[config.mk]
export PLATFORM = sky130hd
export DESIGN_NAME = synth_voice_allocator
export DESIGN_NICKNAME = d
export VERILOG_FILES = /design/src/hdl/svalloc_pkg.sv /design/src/hdl/synth_voice_allocator.sv /design/src/hdl/svalloc_ctrl.sv /design/src/hdl/svalloc_dp.sv
export VERILOG_INCLUDE_DIRS = /design/src /design/src/hdl
export SDC_FILE = /design/constraint.sdc
export NUM_CORES = 2
export LEC_CHECK = 0
export BUFFER_PORTS_ARGS = -buffer_cell sky130_fd_sc_hd__buf_2
export CAP_MARGIN = 20
export CORE_MARGIN = 2
export CORE_UTILIZATION = 63
export DETAILED_ROUTE_END_ITERATION = 8
export PLACE_DENSITY_LB_ADDON = 0.12
export RECOVER_POWER = 25
export REMOVE_ABC_BUFFERS = 1
export SLEW_MARGIN = 40
export SYNTH_ARGS = -nofsm -noshare
export SYNTH_HDL_FRONTEND = slang
export SYNTH_SLANG_ARGS = --single-unit
[constraint.sdc]
create_clock -name clk -period 10.96 [get_ports clk]
set_input_delay 0.548 -clock clk [delete_from_list [all_inputs] [get_ports clk]]
set_output_delay 0.548 -clock clk [all_outputs]
set_load 0.02 [all_outputs]
[src/hdl/synth_voice_allocator_assert.svh]
// Assertion macros for the voice allocator.
`ifndef SYNTH_VOICE_ALLOCATOR_ASSERT_SVH
`define SYNTH_VOICE_ALLOCATOR_ASSERT_SVH

// Same-cycle implication, checked outside reset.
`define SVA_IMPLY(lbl, ante, cons, msg) \
	lbl: assert property (@(posedge clk) disable iff (!arst_n) (ante) |-> (cons)) \
		else $error(msg);

// Next-cycle implication, checked outside reset.
`define SVA_NEXT(lbl, ante, cons, msg) \
	lbl: assert property (@(posedge clk) disable iff (!arst_n) (ante) |=> (cons)) \
		else $error(msg);

`endif

[src/hdl/svalloc_pkg.sv]
// Shared constants and types for the voice allocator.
package svalloc_pkg;
	localparam int NUM_VOICES = 16;
	localparam int VOICE_W    = $clog2(NUM_VOICES);
	localparam int NOTE_W     = 7;
	localparam int NUM_NOTES  = 128;
	localparam int OWNER_W    = 2;
	localparam int VI_W       = 4;
	localparam int LEVEL_W    = 16;
	localparam int AGE_W      = 32;
	localparam int MASK_W     = 16;
	localparam int KIND_W     = 3;

	localparam logic [OWNER_W-1:0] KEY_OWNER = '0;

	localparam logic [KIND_W-1:0] KIND_NOTE_ON  = 3'd0;
	localparam logic [KIND_W-1:0] KIND_NOTE_OFF = 3'd1;
	localparam logic [KIND_W-1:0] KIND_LEVEL    = 3'd2;
	localparam logic [KIND_W-1:0] KIND_ENDED    = 3'd3;
	localparam logic [KIND_W-1:0] KIND_ALL_OFF  = 3'd4;

	typedef enum logic [1:0] {
		ACT_NONE    = 2'd0,
		ACT_START   = 2'd1,
		ACT_RELEASE = 2'd2,
		ACT_UPDATE  = 2'd3
	} act_t;

	typedef enum logic [2:0] {
		OP_NONE,
		OP_START,
		OP_STOP,
		OP_ALLOFF,
		OP_LEVEL,
		OP_ENDED
	} op_t;

	typedef enum logic [1:0] {
		ST_IDLE,
		ST_SCAN,
		ST_FINISH
	} state_t;

	typedef struct packed {
		logic load;
		logic scan;
		logic finish;
	} cmd_t;

	typedef struct packed {
		logic needs_scan;
		logic scan_last;
		logic out_free;
	} sts_t;
endpackage

[src/hdl/synth_voice_allocator.sv]
// Flow: level, voice-ended and ignored requests go from accept through the FINISH state to
// the output register; note on, note off and all notes off first make one pass over the table.
// One request at a time: the next is accepted only after the last one is committed;
// a result waiting on m_tready stalls the next commit.
// Reset (arst_n low): table, latches, age counter and hold_mode clear at once.
module synth_voice_allocator (
	input  logic        clk,
	input  logic        arst_n,
	input  logic        s_tvalid,
	output logic        s_tready,
	input  logic [31:0] s_tdata,  // note[6:0], owner[8:7], voice_index[12:9], voice_level[28:13]
	input  logic [2:0]  s_tuser,  // kind[2:0]
	output logic        m_tvalid,
	input  logic        m_tready,
	output logic [23:0] m_tdata,  // chosen_voice[3:0], stolen[4], release_mask[20:5]
	output logic [1:0]  m_tuser,  // action[1:0]
	input  logic        cfg_we,
	input  logic        cfg_wdata
);
	svalloc_pkg::cmd_t   cmd;
	svalloc_pkg::sts_t   sts;
	svalloc_pkg::state_t state;
	svalloc_pkg::act_t   action;
	logic                hold_mode_q;
	logic [3:0]          chosen_voice;
	logic                stolen;
	logic [15:0]         release_mask;

	always_ff @(posedge clk or negedge arst_n) begin
		if (!arst_n) begin
			hold_mode_q <= 1'b0;
		end else if (cfg_we) begin
			hold_mode_q <= cfg_wdata;
		end
	end

	svalloc_ctrl u_ctrl (
		.clk      (clk),
		.arst_n   (arst_n),
		.s_tvalid (s_tvalid),
		.s_tready (s_tready),
		.sts      (sts),
		.cmd      (cmd),
		.state    (state)
	);

	svalloc_dp u_dp (
		.clk          (clk),
		.arst_n       (arst_n),
		.cmd          (cmd),
		.sts          (sts),
		.hold_mode    (hold_mode_q),
		.kind         (s_tuser),
		.note         (s_tdata[6:0]),
		.owner        (s_tdata[8:7]),
		.voice_index  (s_tdata[12:9]),
		.voice_level  (s_tdata[28:13]),
		.m_tvalid     (m_tvalid),
		.m_tready     (m_tready),
		.action       (action),
		.chosen_voice (chosen_voice),
		.stolen       (stolen),
		.release_mask (release_mask)
	);

	assign m_tuser = action;
	assign m_tdata = {3'b000, release_mask, stolen, chosen_voice};

`include "synth_voice_allocator_assert.svh"

	`SVA_NEXT(a_one_at_a_time, s_tvalid && s_tready, !s_tready, "request accepted while busy")
	`SVA_IMPLY(a_ready_idle, s_tready, state == svalloc_pkg::ST_IDLE, "ready outside idle")
	`SVA_IMPLY(a_start_no_mask, m_tvalid && action == svalloc_pkg::ACT_START, release_mask == '0, "mask on start")
	`SVA_IMPLY(a_mask_only_release, m_tvalid && release_mask != '0, action == svalloc_pkg::ACT_RELEASE, "bad mask")
endmodule

[src/hdl/svalloc_ctrl.sv]
// Controller state machine: accept, scan the voice table, commit the result.
module svalloc_ctrl (
	input  logic                clk,
	input  logic                arst_n,
	input  logic                s_tvalid,
	output logic                s_tready,
	input  svalloc_pkg::sts_t   sts,
	output svalloc_pkg::cmd_t   cmd,
	output svalloc_pkg::state_t state
);
	svalloc_pkg::state_t state_q, state_d;

	always_ff @(posedge clk or negedge arst_n) begin
		if (!arst_n) begin
			state_q <= svalloc_pkg::ST_IDLE;
		end else begin
			state_q <= state_d;
		end
	end

	always_comb begin
		state_d    = state_q;
		cmd.load   = 1'b0;
		cmd.scan   = 1'b0;
		cmd.finish = 1'b0;
		s_tready   = 1'b0;
		case (state_q)
			svalloc_pkg::ST_IDLE: begin
				s_tready = 1'b1;
				if (s_tvalid) begin
					cmd.load = 1'b1;
					state_d  = sts.needs_scan ? svalloc_pkg::ST_SCAN : svalloc_pkg::ST_FINISH;
				end
			end
			svalloc_pkg::ST_SCAN: begin
				cmd.scan = 1'b1;
				if (sts.scan_last) begin
					state_d = svalloc_pkg::ST_FINISH;
				end
			end
			svalloc_pkg::ST_FINISH: begin
				// hold until the output register can take the result
				if (sts.out_free) begin
					cmd.finish = 1'b1;
					state_d    = svalloc_pkg::ST_IDLE;
				end
			end
			default: begin
				state_d = svalloc_pkg::ST_IDLE;
			end
		endcase
	end

	assign state = state_q;
endmodule

[src/hdl/svalloc_dp.sv]
// Datapath: voice table, key latches, age counter, scan candidates, output register.
module svalloc_dp (
	input  logic                                 clk,
	input  logic                                 arst_n,
	input  svalloc_pkg::cmd_t                    cmd,
	output svalloc_pkg::sts_t                    sts,
	input  logic                                 hold_mode,
	input  logic [svalloc_pkg::KIND_W-1:0]       kind,
	input  logic [svalloc_pkg::NOTE_W-1:0]       note,
	input  logic [svalloc_pkg::OWNER_W-1:0]      owner,
	input  logic [svalloc_pkg::VI_W-1:0]         voice_index,
	input  logic [svalloc_pkg::LEVEL_W-1:0]      voice_level,
	output logic                                 m_tvalid,
	input  logic                                 m_tready,
	output svalloc_pkg::act_t                    action,
	output logic [svalloc_pkg::VI_W-1:0]         chosen_voice,
	output logic                                 stolen,
	output logic [svalloc_pkg::MASK_W-1:0]       release_mask
);
	localparam int NV = svalloc_pkg::NUM_VOICES;
	localparam int VW = svalloc_pkg::VOICE_W;

	logic [NV-1:0]                       active_q, releasing_q;
	logic [svalloc_pkg::NOTE_W-1:0]      vnote_q  [NV];
	logic [svalloc_pkg::OWNER_W-1:0]     vowner_q [NV];
	logic [svalloc_pkg::LEVEL_W-1:0]     vloud_q  [NV];
	logic [svalloc_pkg::AGE_W-1:0]       vage_q   [NV];
	logic [svalloc_pkg::AGE_W-1:0]       age_ctr_q;
	logic [svalloc_pkg::NUM_NOTES-1:0]   latch_q;

	svalloc_pkg::op_t                    op_q, op_d;
	logic [svalloc_pkg::NOTE_W-1:0]      note_q;
	logic [svalloc_pkg::OWNER_W-1:0]     owner_q;
	logic [VW-1:0]                       vi_q;
	logic [svalloc_pkg::LEVEL_W-1:0]     level_q;
	logic [VW-1:0]                       idx_q;

	logic                                match_f_q, free_f_q, rel_f_q;
	logic [VW-1:0]                       match_i_q, free_i_q, rel_i_q, old_i_q;
	logic [svalloc_pkg::LEVEL_W-1:0]     rel_lvl_q;
	logic [svalloc_pkg::AGE_W-1:0]       old_age_q;
	logic [svalloc_pkg::MASK_W-1:0]      mask_q;

	logic                                m_tvalid_q, stolen_q;
	svalloc_pkg::act_t                   action_q;
	logic [svalloc_pkg::VI_W-1:0]        chosen_q;
	logic [svalloc_pkg::MASK_W-1:0]      rmask_q;

	logic latch_set, latch_clr, latch_all, vi_ok;
	logic cur_act, cur_rel, cur_hit, rel_sel;
	logic [VW-1:0] pick;
	logic pick_stolen;

	assign vi_ok = 32'(voice_index) < NV;

	// decode the request at accept
	always_comb begin
		op_d      = svalloc_pkg::OP_NONE;
		latch_set = 1'b0;
		latch_clr = 1'b0;
		latch_all = 1'b0;
		case (kind)
			svalloc_pkg::KIND_NOTE_ON: begin
				if (owner == svalloc_pkg::KEY_OWNER && hold_mode && latch_q[note]) begin
					op_d      = svalloc_pkg::OP_STOP;
					latch_clr = 1'b1;
				end else begin
					op_d      = svalloc_pkg::OP_START;
					latch_set = owner == svalloc_pkg::KEY_OWNER;
				end
			end
			svalloc_pkg::KIND_NOTE_OFF: begin
				if (!(owner == svalloc_pkg::KEY_OWNER && hold_mode)) begin
					op_d      = svalloc_pkg::OP_STOP;
					latch_clr = owner == svalloc_pkg::KEY_OWNER;
				end
			end
			svalloc_pkg::KIND_LEVEL: begin
				if (vi_ok) op_d = svalloc_pkg::OP_LEVEL;
			end
			svalloc_pkg::KIND_ENDED: begin
				if (vi_ok) op_d = svalloc_pkg::OP_ENDED;
			end
			svalloc_pkg::KIND_ALL_OFF: begin
				op_d      = svalloc_pkg::OP_ALLOFF;
				latch_all = 1'b1;
			end
			default: begin
				op_d = svalloc_pkg::OP_NONE;
			end
		endcase
	end

	assign sts.needs_scan = op_d == svalloc_pkg::OP_START || op_d == svalloc_pkg::OP_STOP ||
		op_d == svalloc_pkg::OP_ALLOFF;
	assign sts.scan_last  = idx_q == VW'(NV - 1);
	assign sts.out_free   = !m_tvalid_q || m_tready;

	assign cur_act = active_q[idx_q];
	assign cur_rel = releasing_q[idx_q];
	assign cur_hit = cur_act && vnote_q[idx_q] == note_q && vowner_q[idx_q] == owner_q;
	assign rel_sel = (op_q == svalloc_pkg::OP_STOP && cur_hit) ||
		(op_q == svalloc_pkg::OP_ALLOFF && cur_act);

	// priority: same note and owner, free voice, quietest releasing, oldest
	always_comb begin
		pick_stolen = 1'b0;
		if (match_f_q) begin
			pick = match_i_q;
		end else if (free_f_q) begin
			pick = free_i_q;
		end else if (rel_f_q) begin
			pick        = rel_i_q;
			pick_stolen = 1'b1;
		end else begin
			pick        = old_i_q;
			pick_stolen = 1'b1;
		end
	end

	always_ff @(posedge clk or negedge arst_n) begin
		if (!arst_n) begin
			active_q    <= '0;
			releasing_q <= '0;
			for (int i = 0; i < NV; i++) begin
				vnote_q[i]  <= '0;
				vowner_q[i] <= '0;
				vloud_q[i]  <= '0;
				vage_q[i]   <= '0;
			end
			age_ctr_q  <= '0;
			latch_q    <= '0;
			op_q       <= svalloc_pkg::OP_NONE;
			idx_q      <= '0;
			match_f_q  <= 1'b0;
			free_f_q   <= 1'b0;
			rel_f_q    <= 1'b0;
			mask_q     <= '0;
			m_tvalid_q <= 1'b0;
		end else begin
			if (cmd.load) begin
				op_q      <= op_d;
				note_q    <= note;
				owner_q   <= owner;
				vi_q      <= VW'(voice_index);
				level_q   <= voice_level;
				idx_q     <= '0;
				match_f_q <= 1'b0;
				free_f_q  <= 1'b0;
				rel_f_q   <= 1'b0;
				mask_q    <= '0;
				if (latch_all) latch_q <= '0;
				else if (latch_clr) latch_q[note] <= 1'b0;
				else if (latch_set) latch_q[note] <= 1'b1;
			end

			if (cmd.scan) begin
				idx_q <= idx_q + VW'(1);
				if (rel_sel) begin
					releasing_q[idx_q] <= 1'b1;
					if (!cur_rel && 32'(idx_q) < svalloc_pkg::MASK_W) begin
						mask_q <= mask_q | (svalloc_pkg::MASK_W'(1) << idx_q);
					end
				end
				if (op_q == svalloc_pkg::OP_START) begin
					if (cur_hit && !match_f_q) begin
						match_f_q <= 1'b1;
						match_i_q <= idx_q;
					end
					if (!cur_act && !free_f_q) begin
						free_f_q <= 1'b1;
						free_i_q <= idx_q;
					end
					if (cur_rel && (!rel_f_q || vloud_q[idx_q] < rel_lvl_q)) begin
						rel_f_q   <= 1'b1;
						rel_i_q   <= idx_q;
						rel_lvl_q <= vloud_q[idx_q];
					end
					if (idx_q == '0 || vage_q[idx_q] < old_age_q) begin
						old_i_q   <= idx_q;
						old_age_q <= vage_q[idx_q];
					end
				end
			end

			if (cmd.finish) begin
				m_tvalid_q <= 1'b1;
				case (op_q)
					svalloc_pkg::OP_START: begin
						action_q          <= svalloc_pkg::ACT_START;
						chosen_q          <= svalloc_pkg::VI_W'(pick);
						stolen_q          <= pick_stolen;
						rmask_q           <= '0;
						age_ctr_q         <= age_ctr_q + svalloc_pkg::AGE_W'(1);
						vage_q[pick]      <= age_ctr_q + svalloc_pkg::AGE_W'(1);
						active_q[pick]    <= 1'b1;
						releasing_q[pick] <= 1'b0;
						vnote_q[pick]     <= note_q;
						vowner_q[pick]    <= owner_q;
					end
					svalloc_pkg::OP_STOP, svalloc_pkg::OP_ALLOFF: begin
						action_q <= svalloc_pkg::ACT_RELEASE;
						chosen_q <= '0;
						stolen_q <= 1'b0;
						rmask_q  <= mask_q;
					end
					svalloc_pkg::OP_LEVEL: begin
						action_q      <= svalloc_pkg::ACT_UPDATE;
						chosen_q      <= '0;
						stolen_q      <= 1'b0;
						rmask_q       <= '0;
						vloud_q[vi_q] <= level_q;
					end
					svalloc_pkg::OP_ENDED: begin
						action_q          <= svalloc_pkg::ACT_UPDATE;
						chosen_q          <= '0;
						stolen_q          <= 1'b0;
						rmask_q           <= '0;
						active_q[vi_q]    <= 1'b0;
						releasing_q[vi_q] <= 1'b0;
					end
					default: begin
						action_q <= svalloc_pkg::ACT_NONE;
						chosen_q <= '0;
						stolen_q <= 1'b0;
						rmask_q  <= '0;
					end
				endcase
			end else if (m_tvalid_q && m_tready) begin
				m_tvalid_q <= 1'b0;
			end
		end
	end

	assign m_tvalid     = m_tvalid_q;
	assign action       = action_q;
	assign chosen_voice = chosen_q;
	assign stolen       = stolen_q;
	assign release_mask = rmask_q;
endmodule

# Word-level counts from Yosys, hierarchy flattened
# Cells that the tools add are included.
dict set report word_totals {
  out_inout_bits 28
  wordCells 284
  input_bits 41
  reg_bits 1250
}
dict set report op_classes {
  n_addsub 2
  bitwise 15
  shifts 1
  reduce_logical 49
  order_cmp 15
  n_eq_ne 20
  muxes 91
}
# operator count
set op_table {}
lappend op_table {{bitwise mux 512 bit} 1}
lappend op_table {{two-way mux 128 bit} 3}
lappend op_table {{bitwise mux 256 bit} 1}
lappend op_table {{two-way mux 16 bit} 10}
lappend op_table {{bitwise AND 128 bit} 1}
lappend op_table {{binary-select mux 32 bit (select 4 bit)} 1}
lappend op_table {{demux 32 bit (select 4 bit)} 1}
lappend op_table {{NOT 128 bit} 1}
lappend op_table {{bitwise OR 128 bit} 1}
lappend op_table {{bitwise mux 112 bit} 1}
lappend op_table {{two-way mux 32 bit} 3}
lappend op_table {{binary-select mux 16 bit (select 4 bit)} 1}
lappend op_table {{demux 16 bit (select 4 bit)} 1}
lappend op_table {{case mux 16 bit (2 select lines)} 2}
lappend op_table {{bitwise AND 16 bit} 3}
lappend op_table {{bitwise OR 16 bit} 3}
lappend op_table {{two-way mux 1 bit} 33}
lappend op_table {{adder 32 x 1 -> 32 bit (second input constant)} 1}
lappend op_table {{bitwise mux 32 bit} 1}
lappend op_table {{less-than comparator 32 bit} 1}
lappend op_table {{NOT 16 bit} 2}
lappend op_table {{binary-select mux 7 bit (select 4 bit)} 1}
lappend op_table {{demux 7 bit (select 4 bit)} 1}
lappend op_table {{two-way mux 7 bit} 3}
lappend op_table {{43 further kinds} 116}

# Depth between registers and ports, before layout
dict set report depth {
  ltp_word 14
  mapped_depth 18
  mapped_depth_nobuf 11
}

# Cells and area by module
# Synthesis repeated with hierarchy kept, for this count alone.
dict set report unflattened {
  hier_cells 4545
  hier_area_um2 56553.0
}
# module area_each_um2 seq_area_each_um2 n_inst cells_per_inst
set modules_own_cells {}
lappend modules_own_cells {svalloc_dp 56352.8 31785.5 1 4525}
lappend modules_own_cells {svalloc_ctrl 126.4 50.0 1 13}
lappend modules_own_cells {synth_voice_allocator 73.8 25.0 1 7}

# Worst setup path before layout
# No wires, ideal clock.
dict set report synth_path {
  path_kind {register to register}
  startpoint {reg u_dp.idx_q[0]}
  endpoint {reg u_dp.old_age_q[0] (netlist name) (enable)}
  required_time_ns 10.465
  setup_slack_ns 3.349
  period_less_slack_ns 7.611
  stages_incl_launch_ff 18
  setup_ns 0.495
  arrival_time_ns 7.117
  path_buffers 7
  cell_sequence {dfrtp_1 buf_6 buf_6 buf_4 buf_2 buf_2 clkbuf_1 buf_2 mux4_2 mux4_2 ha_1 and4_1 a21oi_1 o211ai_1 a21oi_1 o21ai_1 a221o_1 a311oi_1}
}
dict set report synth_between {
  elab_chain_len 7
  elab_cells_between_ends 8
  classes_between {1 x order compare; 3 x mux; 1 x bitwise; 3 x reduce/logical}
}
# item line_no
set synth_rtl {}
lappend synth_rtl {{start: declaration} svalloc_dp.sv:36} ;# logic [VW-1:0] idx_q;
lappend synth_rtl {{start signal: assignment} svalloc_dp.sv:158} ;# idx_q <= idx_q + VW'(1);
lappend synth_rtl {{NOT 4 -> 5 bit (implied by the code)} svalloc_dp.sv:179} ;# if (idx_q == '0 || vage_q[idx_q] < old_age_q) begin
lappend synth_rtl {{binary-select mux 32 bit (select 4 bit)} svalloc_dp.sv:179}
lappend synth_rtl {{two-way mux 32 bit (implied by the code) (2 in series)} svalloc_dp.sv:179}
lappend synth_rtl {{less-than comparator 32 bit} svalloc_dp.sv:179}
lappend synth_rtl {{logical OR 1 bit *} svalloc_dp.sv:179}
lappend synth_rtl {{AND reduction 4 bit (no line) *} --}
lappend synth_rtl {{end signal: assignment} svalloc_dp.sv:181} ;# old_age_q <= vage_q[idx_q];
lappend synth_rtl {{end: declaration} svalloc_dp.sv:41} ;# logic [svalloc_pkg::AGE_W-1:0] old_age_q;
# Mark *: on every way between the ends. The rest lies on a longest branch, timed or not. The select of a mux whose other input is x is not followed.
# A chain may end at the register's enable or synchronous reset.

# Worst setup path after layout
dict set report layout_path {
  startpoint {reg u_dp.idx_q[1]}
  endpoint {reg u_dp.old_age_q[4] (netlist name) (enable)}
}
# Same word-level chain as after synthesis.

==> summary.txt <==
NetSw: 3840 µW
Synth warn: 0
Seq/Total Area, Yosys: 55.88%
Worst R2R Path Depth: 12
Leak pwr: 0.02798 µW
Logic gate share of total power: 21.3%
Worst R2R Start: u_dp.idx_q[1]
Crit path max-delay family: buffers and inverters
FF-to-FF End: u_dp.old_age_q[4]
Initial antenna violation count: 4
Worst EP required: 11.33 ns
Top Ports: 69
Layout cell share with drive strength beyond 1: 23.31%
Hpwl dp: 79,200 µm
Clock Skews: 0.03140 ns
Worst path buffer plus inverter count: 2
Resized Gates After CTS: 0
Slack of the worst reg-to-reg path: 2.98 ns
CP Max Fanout: 48
Core ar.: 0.08987 mm²
Hold_buf cts: 17
Post-synth EDFFs: 116
CP peak stage delay: 2.29 ns
Hold Crit Class: in -> reg
Clock Latency Late Sink: 0.75 ns
Worst slew margin: -215.5%
Seq pwr share: 44.6%
Hold_ws: 0.04697 ns
Crit path DAT: 8.35 ns
Cell Chain, Critical Path: clkbuf_1 -> mux4_2 -> mux4_2 -> ha_1 -> o21a_1 -> o211ai_1 -> o211ai_1 -> a21oi_1 -> o21ai_1 -> a221o_1 -> a311oi_4 -> buf_4
P_int: 9478 µW
First-pass GRT wire length: 224,300 µm
Flop and latch count out of synthesis: 1,250
Vias/cell: 6.452
RSZ-0062 raised after global routing: false
Clock-pin slew on the worst setup and hold paths: 0.06 ns
P per Cell Area: 212.1 mW/mm²
DR WL/cell: 24.07 µm
Starting DRC count in detailed routing: 4,067
Synthesized area per cell: 12.16 µm²
Fin crit share: 72.85%
Worst slew pin tran: 4.733 ns
Die H: 304.8 µm
Routability Congestion: 0.8286
Deepest clock path buffer count: 3
Predominant post-synthesis flop cell: dfrtp_1
Max Cap Viol: 12
Status: finished with violations
FMAX: 0.1252 GHz
Row count: 110
Area growth syn-to-layout: 10.13%
Final ANT Viol Nets: 0
Initial Util: 63.44%
CTS tree: yes
IO Port Bufs: 62
Setup Viol. Count Final: 0
Slew Viols, Final: 504
Crit path launch type: register
Synth Cell Area: 0.05701 mm²
Depth of the CTS H-tree: 4
Failing checks: capacitance limit, slew limit
Chip width: 304.8 µm
Final hold viol count: 0
CP endpoint kind: register
Num CTS Buffers: 135
Ys async rst share: 90.72%
WS Path Type: reg -> reg
Min cycle time layout: 7.984 ns
Die area: 0.09292 mm²
Switch share: 28.83%
Residual DRC: 0
Tot GR Track Use: 31.28%
Clock Tree Root: clkbuf_16
Post-Layout Cell Count: 5,896
Worst Hold Depth: 2
VDD IR-drop max: 0.0001527 V
Post-CTS setup buffers: 0
Clock Sinks: 1,250
Dpl cells: 5,630
Vias in the first global route: 38,546
Clock power frac: 34.1%
Vias: 38,043
Mapped Cells: 4,690
Largest net degree at the start of global routing: 137
Hold EP: hold_mode_q
Total Routed Length: 141,900 µm
DRT Pass-1 Iters: 6
Nets@finish: 4,705
CP max-delay cell: clkbuf_1
Start point of the worst hold path: cfg_wdata
Remaining global-route overflow: 0
Cell variety after synth: 72
worst reg2reg max path, stage by stage, from the launching register on:
cell and delay, ns:
dfrtp_1 1.65, clkbuf_1 2.31, mux4_2 0.50, mux4_2 0.59, ha_1 0.33, o21a_1 0.11, o211ai_1 0.16, o211ai_1 0.15
a21oi_1 0.17, o21ai_1 0.12, a221o_1 0.47, a311oi_4 0.53, buf_4 0.53
power by group through the flow:
stage / logic (µW) / clock network (µW) / registers, µW
4_1_cts: 2840 / 4600 / 5930
3_3_place_gp: 2740 / 0 / 5970
2_1_floorplan: 2030 / 0 / 6080
6_report: 2840 / 4540 / 5940
3_5_place_dp: 2820 / 0 / 6000
5_1_grt: 3110 / 4790 / 6030
kinds of logic (layout without fill, tap and decap cells):
kind of cell / after synthesis / count (layout) / synth area share (%)
other: 1 / 4 / 0.006578
xor gates and xnor gates: 66 / 66 / 1.014
adders and majority gates: 55 / 55 / 1.207
buffers and inverters: 465 / 492 / 3.421
AOI/OAI and AO/OA: 1052 / 1052 / 10.31
and+or+nand+nor: 1048 / 1048 / 7.931
DFF: 1250 / 1250 / 55.88
muxes: 753 / 753 / 20.23
how the worst max path moves through the flow:
stage / startpoint / to / slack [ns] / cells after the start
floorplan: u_dp.idx_q[0] / u_dp.old_age_q[0] / -3.56 / 10
global placement: u_dp.idx_q[0] / u_dp.old_i_q[0] / 5.09 / 14
detailed placement: u_dp.idx_q[0] / u_dp.old_i_q[0] / 5.07 / 14
CTS: u_dp.idx_q[0] / u_dp.old_age_q[1] / 5.07 / 14
global route: u_dp.idx_q[2] / u_dp.old_age_q[4] / 2.57 / 13
finish: u_dp.idx_q[1] / u_dp.old_age_q[4] / 2.98 / 12
layout make-up:
type / instances / area, µm²
antenna: 1 / 2.502
clock buffer: 208 / 4020
clock inverter: 39 / 405.4
fill: 6280 / 27090
inverter: 69 / 259.0
multi-input combinational: 2977 / 23500
sequential: 1250 / 31860
tap: 1176 / 1471
timing repair buffer: 176 / 1266
cells in the final DEF (no fill, tap or decap), drive strengths merged, types with 9 or more instances in the layout:
master and instances:
dfrtp 1134, nor2 552, o21ai 451, mux2 448
a21oi 378, nand2 297, mux4 272, clkbuf 260
edfxtp 116, buf 107, inv 75, ha 55
nand3 45, a31oi 43, xnor2 36, mux2i 33
xor2 30, a22oi 25, o31ai 25, clkinv 25
nor2b 24, and2 24, a21o 22, nand2b 21
a221oi 21, nand4 21, o211ai 20, dlygate4sd3 17
nor3 16, o22ai 14, or2 11, and3 10
o221ai 9
synthesized netlist by cell type (all sizes together) (36+ instances only):
cell type | number | area (µm²)
ha | 55 | 688.2
mux4 | 272 | 6156
edfxtp | 116 | 3483
inv | 69 | 259.0
a31oi | 43 | 269.0
clkbuf | 303 | 1140
o21ai | 451 | 2268
nor2 | 552 | 2072
buf | 93 | 551.8
nand2 | 297 | 1115
a21oi | 378 | 1892
dfrtp | 1134 | 28380
nand3 | 45 | 275.3
xnor2 | 36 | 315.3
mux2 | 448 | 5045
metrics by stage:
stage	area (µm²)	util [%]	worst slack (ns)	total power, µW	TNS [ns]
floorplan	55330	-	-3.557	8104	-204.89
global placement	58010	64.55	5.093	8712	0
detailed placement	58260	64.83	5.065	8821	0
CTS	62860	69.94	5.069	13370	0
global route	62780	69.86	2.568	13920	0
finish	62790	69.86	2.976	13320	0
per-layer routing:
layer / part of all wire (%) / track usage [%] / up-vias
li1: - / - / 16704
met4: 3.0 / 10.26 / 4
met5: 0.021 / 0 / -
met2: 48 / 49.79 / 1392
met1: 42 / 44.78 / 19647
met3: 6.8 / 4.895 / 296
flip-flops by register name, summed over array words and instances (netlist names), 32 cells and up:
signal          cells
u_dp.vowner_q      32
u_dp.vnote_q      112
u_dp.latch_q      128
u_dp.age_ctr_q     32
u_dp.old_age_q     32
u_dp.vloud_q      256
u_dp.vage_q       512
Note: power is estimated with default switching activity, not from simulation.
